--- src/design/cags_pkg.sv ---
// Shared types and constants for the cellular automaton generation step.
// No dependencies; used by cags_window, the top module and the bench.
`default_nettype none

package cags_pkg;

	localparam int DEFAULT_MAX_WIDTH = 1024;

	localparam int GRID_WIDTH_BITS  = 11;
	localparam int GRID_HEIGHT_BITS = 16;
	// one more than the height: flushing runs one row past the grid
	localparam int ROW_BITS         = GRID_HEIGHT_BITS + 1;

	localparam int RESET_GRID_WIDTH  = 1024;
	localparam int RESET_GRID_HEIGHT = 1024;

	localparam int APB_ADDR_BITS = 3;
	localparam int APB_DATA_BITS = 32;

	// register index, taken from paddr[2]
	localparam logic REG_GRID_WIDTH  = 1'b0;
	localparam logic REG_GRID_HEIGHT = 1'b1;

	localparam logic CMD_CELL = 1'b0;

	// grid edge handling for the cell leaving the window
	typedef struct packed {
		logic wrap;       // input at column 0: result uses the unshifted window
		logic no_left;
		logic no_right;
		logic no_top;
		logic no_bottom;
	} edge_ctl_t;

endpackage

`default_nettype wire

--- src/design/cags_window.sv ---
// 3x3 window register and the B1/S012345678 rule with edge masking.
// Depends on cags_pkg.
`default_nettype none

module cags_window (
	input  wire logic                clk,
	input  wire logic                arst_n,
	input  wire logic                adv,
	input  wire logic [1:0]          hist,
	input  wire logic                cell_in,
	input  wire cags_pkg::edge_ctl_t ctl,
	output logic                     next_value
);

	logic [8:0] win_q;
	logic [8:0] shifted;
	logic [2:0] left_c, centre_c, right_c;
	logic [2:0] row_mask;

	// column bits: [2] top, [1] middle, [0] bottom
	assign shifted  = {win_q[5:0], hist[1], hist[0], cell_in};
	assign row_mask = {~ctl.no_top, 1'b1, ~ctl.no_bottom};

	always_comb begin
		if (ctl.wrap) begin
			left_c   = win_q[5:3];
			centre_c = win_q[2:0];
			right_c  = 3'b000;
		end else begin
			left_c   = shifted[8:6];
			centre_c = shifted[5:3];
			right_c  = shifted[2:0];
		end
		if (ctl.no_left)  left_c  = 3'b000;
		if (ctl.no_right) right_c = 3'b000;
		left_c   = left_c & row_mask;
		centre_c = centre_c & row_mask;
		right_c  = right_c & row_mask;
	end

	// born on exactly one live neighbour, never dies
	assign next_value = centre_c[1] | $onehot({left_c, right_c, centre_c[2], centre_c[0]});

	always_ff @(posedge clk or negedge arst_n) begin
		if (!arst_n) begin
			win_q <= '0;
		end else if (adv) begin
			win_q <= shifted;
		end
	end

endmodule

`default_nettype wire

--- config.mk ---
export PLATFORM = sky130hd
export DESIGN_NAME = cags_window
export DESIGN_NICKNAME = d
export VERILOG_FILES = /design/src/design/cags_pkg.sv /design/src/design/cags_window.sv
export SDC_FILE = /design/constraint.sdc
export NUM_CORES = 1
export LEC_CHECK = 0
export BUFFER_PORTS_ARGS = -buffer_cell sky130_fd_sc_hd__buf_2
export CORE_AREA = 2 2 39 41
export CTS_CLUSTER_SIZE = 14
export DETAILED_ROUTE_END_ITERATION = 8
export DIE_AREA = 0 0 41 43
export SYNTH_ARGS = -nofsm -noshare
export SYNTH_HDL_FRONTEND = slang
export SYNTH_SLANG_ARGS = --single-unit
--- constraint.sdc ---
create_clock -name clk -period 5.8 [get_ports clk]
set_input_delay 0.58 -clock clk [delete_from_list [all_inputs] [get_ports clk]]
set_output_delay 0.58 -clock clk [all_outputs]
set_load 0.1 [all_outputs]
Word-level counts from Yosys, hierarchy flattened
Index checks and enable logic that the tools add are counted.
{"block": "totals", "regBits": 6, "in_bits": 11, "output_inout_bits": 1}
{"block": "classes", "n_addsub": 7, "eq_ne": 1, "mux": 3, "bitwise_logic": 6}
{"op": "bitwise AND 3 bit", "count": 3}
{"op": "two-way mux 3 bit", "count": 3}
{"op": "adder 1 x 1 -> 2 bit", "count": 4}
{"op": "adder 2 x 2 -> 3 bit", "count": 2}
{"op": "adder 3 x 3 -> 4 bit", "count": 1}
{"op": "equality test 4 x 1 -> 1 bit (second input constant)", "count": 1}
{"op": "NOT 1 bit", "count": 2}
{"op": "OR 1 bit", "count": 1}

Logic depth before layout (Yosys ltp)
Gate-level depths: netlist of run 1.
{"block": "logic_depth", "ltp_word": 8, "mapped_depth": 12}

Least setup slack after synthesis of run 1
OpenSTA, ideal clock, no wires.
{"block": "synth_timing", "kind": "in2out", "startpoint": "in ctl[0] in the netlist's numbering", "endpoint": "out next_value", "arrival_time_ns": 3.919, "slack_ns": 1.301, "stages": 12, "n_path_buf": 0, "cell_sequence": "nor2_1 > nand2_1 > fa_1 > fa_1 > fa_1 > inv_1 > ha_1 > inv_1 > fa_1 > a211oi_1 > mux2_2 > a31o_1"}
{"block": "synth_via", "elab_chain_len": 7}
{"item": "from (decl)", "line_no": "cags_window.sv:11", "source": "input wire cags_pkg::edge_ctl_t ctl,"}
{"item": "NOT 1 bit *", "line_no": "cags_window.sv:22", "source": "assign row_mask = {~ctl.no_top, 1'b1, ~ctl.no_bottom};"}
{"item": "bitwise AND 3 bit, on equally long branches", "line_no": "cags_window.sv:37, cags_window.sv:36, cags_window.sv:38"}
{"item": "adder 1 x 1 -> 2 bit (not written as such)", "line_no": "cags_window.sv:42", "source": "assign next_value = centre_c[1] | $onehot({left_c, right_c, centre_c[2], centre_c[0]});"}
{"item": "adder 2 x 2 -> 3 bit (not written as such)", "line_no": "cags_window.sv:42"}
{"item": "adder 3 x 3 -> 4 bit (not written as such) *", "line_no": "cags_window.sv:42"}
{"item": "equality test 4 x 1 -> 1 bit *", "line_no": "cags_window.sv:42"}
{"item": "OR 1 bit *", "line_no": "cags_window.sv:42"}
{"item": "to (decl)", "line_no": "cags_window.sv:12", "source": "output logic next_value"}
Mark *: on every way between the ends. The rest lies on a longest branch, timed or not.

Worst setup path in the final report of run 1
Ends and elaborated chain as after synthesis.

==> flow_summary_export.csv, run 1 <==
group,metric,value,unit
power_and_ir_drop,powerDensity,260,nW/µm²
power_and_ir_drop,leakage,0.257,nW
clocking,clk_pin_slew_worst_paths,0.04,ns
global_route,grt_pass1_wl,1.15,mm
status,status,"complete, no violations",
worst_setup_path,endpoint_kind,"output pin",
global_route,grt_usage,0.0964,
global_route,grt_max_degree,7,
placement,gp_congestion,0.604,
clocking,cts_hold_buffers,0,
logic_synthesis,postSynthCellCount,39,
final_layout,reg_top3,"win_q: 6 flops",
clocking,cts-root-buf,"clkbuf_4",
sta,timing.final.max_slew_violations,0,
floorplan,io_pins,12,
drt,antenna_left,0,
clocking,cts_tree,"yes",
sta,timing.slew.headroom,0.678,
clocking,h-tree-depth,1,
final_layout,multi_input_area,269,µm²
sta,worst_pin_slew,0.486,ns
floorplan,fp.coreArea,1380,µm²
logic_synthesis,synth_seq_cells,6,
logic_synthesis,synth-warning-count,0,
worst_setup_path,cp_max_fo,3,
sta,fin_crit,4.48,ns
clocking,max-clock-path-buffers,2,
logic_synthesis,syn_avg_cell_area,11.5,µm²
clocking,cts_made_buffers,3,
sta,finalSetupViolCount,0,
floorplan,start_util,0.323,
worst_setup_path,crit_family,"adder cells",
sta,skew,0.00142,ns
job,max_cap_violations,0,
worst_setup_path,cpPeakStageDelay,0.52,ns
worst_setup_path,worst_setup_path_start_kind,"input port",
power_and_ir_drop,ir_worst_vdd,0.111,mV
floorplan,dieArea,1760,µm²
final_layout,area_delta_synth_final,20.7,%
worst_hold_path,hold_path.class,"input port to asynchronous set/reset pin",
final_layout,drive_gt1_frac,0.404,
worst_setup_path,crit_path_frequent_cell,"fa_1",
sta,setup_tns,0,ns
final_layout,postLayoutCoreUtil,0.390,
drt,wire_per_inst,9.72,µm
final_layout,fillCellCount,150,
final_layout,fin_nets,72,
clocking,cts_sinks,6,
drt,num_vias,288,
worst_setup_path,cp.required,5.22,ns
global_route,grt_antenna_before_repair,0,
placement,post-dp-hpwl,629,µm
drt,drtPass1Iterations,3,
final_layout,n_antenna_cell,0,
sta,max_freq,223,MHz
drt,drcViolationCount,0,
worst_setup_path,path_cells,"buf_2 -> nor2_1 -> nand2_1 -> fa_1 -> fa_1 -> fa_1 -> inv_1 -> ha_1 -> inv_1 -> fa_1 -> a211oi_1 -> mux2_2 -> a31o_1 -> buf_2",
logic_synthesis,yosysSeqAreaShare,0.336,
global_route,overflow,0,
sta,hold_viol_final,0,
floorplan,fp.dieW,41,µm
drt,vias_per_cell,4.24,
final_layout,register_area,150,µm²
drt,drt_iter0_markers,1,
worst_setup_path,path_buf_inv,4,
final_layout,largest_reg_flops,6,
worst_setup_path,criticalPathCategory,"input port to output pin",
clocking,ctsResizeCount,0,
drt,drt_wl_total,661,µm
clocking,cts_setup_buffers,0,
worst_setup_path,cp.arrival,3.90,ns
clocking,insertion_delay,0.23,ns
sta,rsz0062_at_grt,"no",
logic_synthesis,synth_area,447,µm²
final_layout,top_register,"win_q",
logic_synthesis,yosysUniqueCellTypes,13,
global_route,grt_pass1_vias,313,
placement,place.port_buffers,11,
sta,min_period_over_period,0.773,
floorplan,chipHeight,43,µm
worst_setup_path,critPathSlowestCell,"fa_1",
logic_synthesis,syn-num-nets,57,
floorplan,placementRows,14,
==> final timing paths <==
path	slack [ns]	end	from	depth (start not counted)
max	1.32	next_value	ctl[0]	14
min	0.16	win_q[0]$_DFFE_PN0P_	arst_n	1
max reg2reg	5.03	win_q[1]$_DFFE_PN0P_	win_q[1]$_DFFE_PN0P_	1
min reg2reg	0.51	win_q[3]$_DFFE_PN0P_	win_q[3]$_DFFE_PN0P_	1
max in group asynchronous	5.51	win_q[5]$_DFFE_PN0P_	arst_n	1
min in group clk	0.51	win_q[3]$_DFFE_PN0P_	win_q[3]$_DFFE_PN0P_	1
==> stage by stage <==
| step | cell area (µm²) | power, mW | cells | setup WS (ns) | hold slack, ns |
|---|---|---|---|---|---|
| 4_1_cts | 539 | 0.144 | 68 | 1.28 | 0.152 |
| 6_report | 539 | 0.140 | 68 | 1.32 | 0.155 |
| 3_3_place_gp | 517 | 0.105 | 65 | 1.31 | 0.402 |
| 3_5_place_dp | 517 | 0.106 | 65 | 1.28 | 0.406 |
| 2_1_floorplan | 447 | 0.0935 | 39 | 1.30 | 0.284 |
| 5_1_grt | 539 | 0.151 | 68 | 1.02 | 0.157 |
==> synth_stat cells <==
library cell,count,area (µm²)
a31o_1,1,8.76
dfrtp_1,6,150
buf_2,1,5.00
nand3b_1,2,15.0
fa_1,4,80.1
a211oi_1,1,7.51
ha_1,3,37.5
nand2b_1,3,18.8
nor3b_1,1,7.51
inv_1,6,22.5
nand2_1,2,7.51
mux2_2,7,78.8
nor2_1,2,7.51
==> per-layer routing <==
layer | GRT usage | wire length [µm] | vias to the layer above
li1 | - | - | 155
met1 | 0.127 | 302 | 131
met2 | 0.141 | 346 | 2
met3 | 0.0157 | 13 | 0
met4 | 0.0600 | 0 | 0
met5 | 0 | 0 | -
==> area by class of cell <==
cell class                      count  area share
Multi-Input combinational cell     26       0.499
Inverter                            6      0.0418
Tap cell                           16      0.0371
Sequential cell                     6       0.278
Timing Repair Buffer               11       0.102
Clock buffer                        3      0.0418
==> layout by cell type, fill, tap and decap left out <==
master    instances
a211oi_1          1
a31o_1            1
buf_2            11
clkbuf_4          3
dfrtp_1           6
fa_1              4
ha_1              3
inv_1             6
mux2_2            7
nand2_1           2
nand2b_1          3
nand3b_1          2
nor2_1            2
nor3b_1           1
==> power breakdown <==
group          leakage, nW  switching [mW]  internal (mW)  total, mW
registers           0.0703         0.00306         0.0473     0.0504
logic                0.173          0.0337         0.0200     0.0537
clock network       0.0138          0.0126         0.0232     0.0359
total                0.257          0.0494         0.0906      0.140
==> cell families after synthesis <==
family                   Yosys count  share of synthesized area
multiplexers                       7                      0.176
buffers and inverters              7                     0.0616
AO/OA/AOI/OAI                      2                     0.0364
flip-flops                         6                      0.336
adder cells (fa/ha/maj)            7                      0.263
AND/OR/NAND/NOR                   10                      0.126
Note: power is estimated with default switching activity, not from simulation.
==> run 2: changes to the inputs <==
- clock period: 5.8 -> 4.5 ns (I/O delays scaled with it)
==> flow_summary_export.csv, run 2 (synthesized netlist as in run 1, its figures left out) <==
group,metric,value,unit
status,status,"complete, no violations",
drt,num_vias,298,
worst_setup_path,endpoint_kind,"output pin",
sta,worst_pin_slew,0.188,ns
floorplan,dieArea,1760,µm²
worst_setup_path,worst_setup_path_start_kind,"input port",
clocking,cts-root-buf,"clkbuf_4",
floorplan,chipHeight,43,µm
global_route,grt_usage,0.112,
final_layout,fillCellCount,148,
drt,wire_per_inst,11.0,µm
power_and_ir_drop,ir_worst_vdd,0.135,mV
sta,min_period_over_period,0.910,
global_route,grt_antenna_before_repair,0,
clocking,cts_sinks,6,
final_layout,reg_top3,"win_q: 6 flops",
floorplan,fp.dieW,41,µm
power_and_ir_drop,power,0.193,mW
drt,drt_wl_total,748,µm
worst_setup_path,cp.arrival,3.65,ns
drt,drtPass1Iterations,1,
sta,hold_viol_final,0,
clocking,max-clock-path-buffers,2,
sta,rsz0062_at_grt,"no",
sta,fin_crit,4.10,ns
global_route,grt_pass1_vias,328,
drt,antenna_left,0,
floorplan,fp.coreArea,1380,µm²
floorplan,placementRows,14,
sta,skew,0.00220,ns
sta,finalSetupViolCount,0,
power_and_ir_drop,leakage,0.264,nW
sta,setup_tns,0,ns
sta,timing.final.max_slew_violations,0,
drt,vias_per_cell,4.38,
clocking,cts_hold_buffers,0,
worst_hold_path,hold_path.class,"input port to asynchronous set/reset pin",
final_layout,layout_commonest_cell,"buf_2",
worst_setup_path,cp.required,4.05,ns
worst_setup_path,criticalPathCategory,"input port to output pin",
drt,drcViolationCount,0,
final_layout,multi_input_area,269,µm²
final_layout,layout_common_cells,"10 x buf_2, 7 x mux2_2, 6 x inv_1, 6 x dfrtp_1, 4 x fa_1",
placement,gp_congestion,0.638,
final_layout,drive_gt1_frac,0.404,
sta,fin_ws,0.404,ns
worst_setup_path,cp_max_fo,3,
placement,place.port_buffers,11,
final_layout,largest_reg_flops,6,
global_route,grt_pass1_wl,1.26,mm
placement,post-dp-hpwl,677,µm
final_layout,top_register,"win_q",
job,max_cap_violations,0,
clocking,clk_pin_slew_worst_paths,0.04,ns
floorplan,io_pins,12,
clocking,ctsResizeCount,0,
sta,max_freq,244,MHz
final_layout,register_area,150,µm²
power_and_ir_drop,powerDensity,349,nW/µm²
sta,timing.slew.headroom,0.874,
clocking,cts_setup_buffers,0,
clocking,cts_made_buffers,3,
final_layout,area_delta_synth_final,24.1,%
clocking,cts_tree,"yes",
clocking,insertion_delay,0.24,ns
drt,drt_iter0_markers,0,
final_layout,n_antenna_cell,0,
clocking,h-tree-depth,1,
final_layout,fin_nets,72,
placement,pre_cts_ws,0.404,ns
global_route,grt_max_degree,7,
global_route,overflow,0,
floorplan,start_util,0.323,
==> run 2: cell types whose count changed in the layout (fill, tap and decap cells not counted) <==
cell / delta
buf_12: +1
buf_2: -1
==> run 2: through the flow <==
stage,hold WS [ns],utilization,cells,instance area [µm²]
final,0.0221,0.401,68,554
after global routing,0.0293,0.401,68,554
after CTS,0.0161,0.401,68,554
after detailed placement,0.276,0.384,65,532
after global placement,0.271,0.384,65,532
after floorplan,0.154,-,39,447
==> run 2: path summary, 6_finish.rpt <==
kind                                 startpoint              endpoint  slack (ns)  cells past startpoint
max                                      ctl[0]            next_value        0.40                     14
min                                      arst_n  win_q[3]$_DFFE_PN0P_        0.02                      1
max reg2reg                win_q[1]$_DFFE_PN0P_  win_q[4]$_DFFE_PN0P_        3.72                      1
min reg2reg                win_q[5]$_DFFE_PN0P_  win_q[5]$_DFFE_PN0P_        0.50                      1
max in group asynchronous                arst_n  win_q[4]$_DFFE_PN0P_        4.34                      1
min in group clk                        cell_in  win_q[0]$_DFFE_PN0P_        0.47                      2
==> run 2: layout make-up <==
class,count,area share
Clock buffer,3,0.0406
Inverter,6,0.0406
Multi-Input combinational cell,26,0.485
Sequential cell,6,0.271
Tap cell,16,0.0361
Timing Repair Buffer,11,0.126
==> run 2: power by group <==
group	total (mW)	switching (mW)	internal [mW]
registers	0.0650	0.00404	0.0610
clock network	0.0466	0.0166	0.0300
logic	0.0817	0.0466	0.0352
total	0.193	0.0672	0.126
==> run 2: critical path, cell delays in order <==
cell	delay, ns
buf_2	0.11
nor2_1	0.09
nand2_1	0.08
fa_1	0.51
fa_1	0.52
fa_1	0.48
inv_1	0.08
ha_1	0.16
inv_1	0.05
fa_1	0.37
a211oi_1	0.18
mux2_2	0.18
a31o_1	0.18
buf_12	0.18
==> run 2: per-layer routing <==
layer / GRT usage / up-vias / wire [µm]
met1: 0.120 / 141 / 308
met5: 0 / - / 0
met2: 0.175 / 2 / 417
li1: - / 153 / -
met3: 0.0157 / 2 / 15
met4: 0.100 / 0 / 6
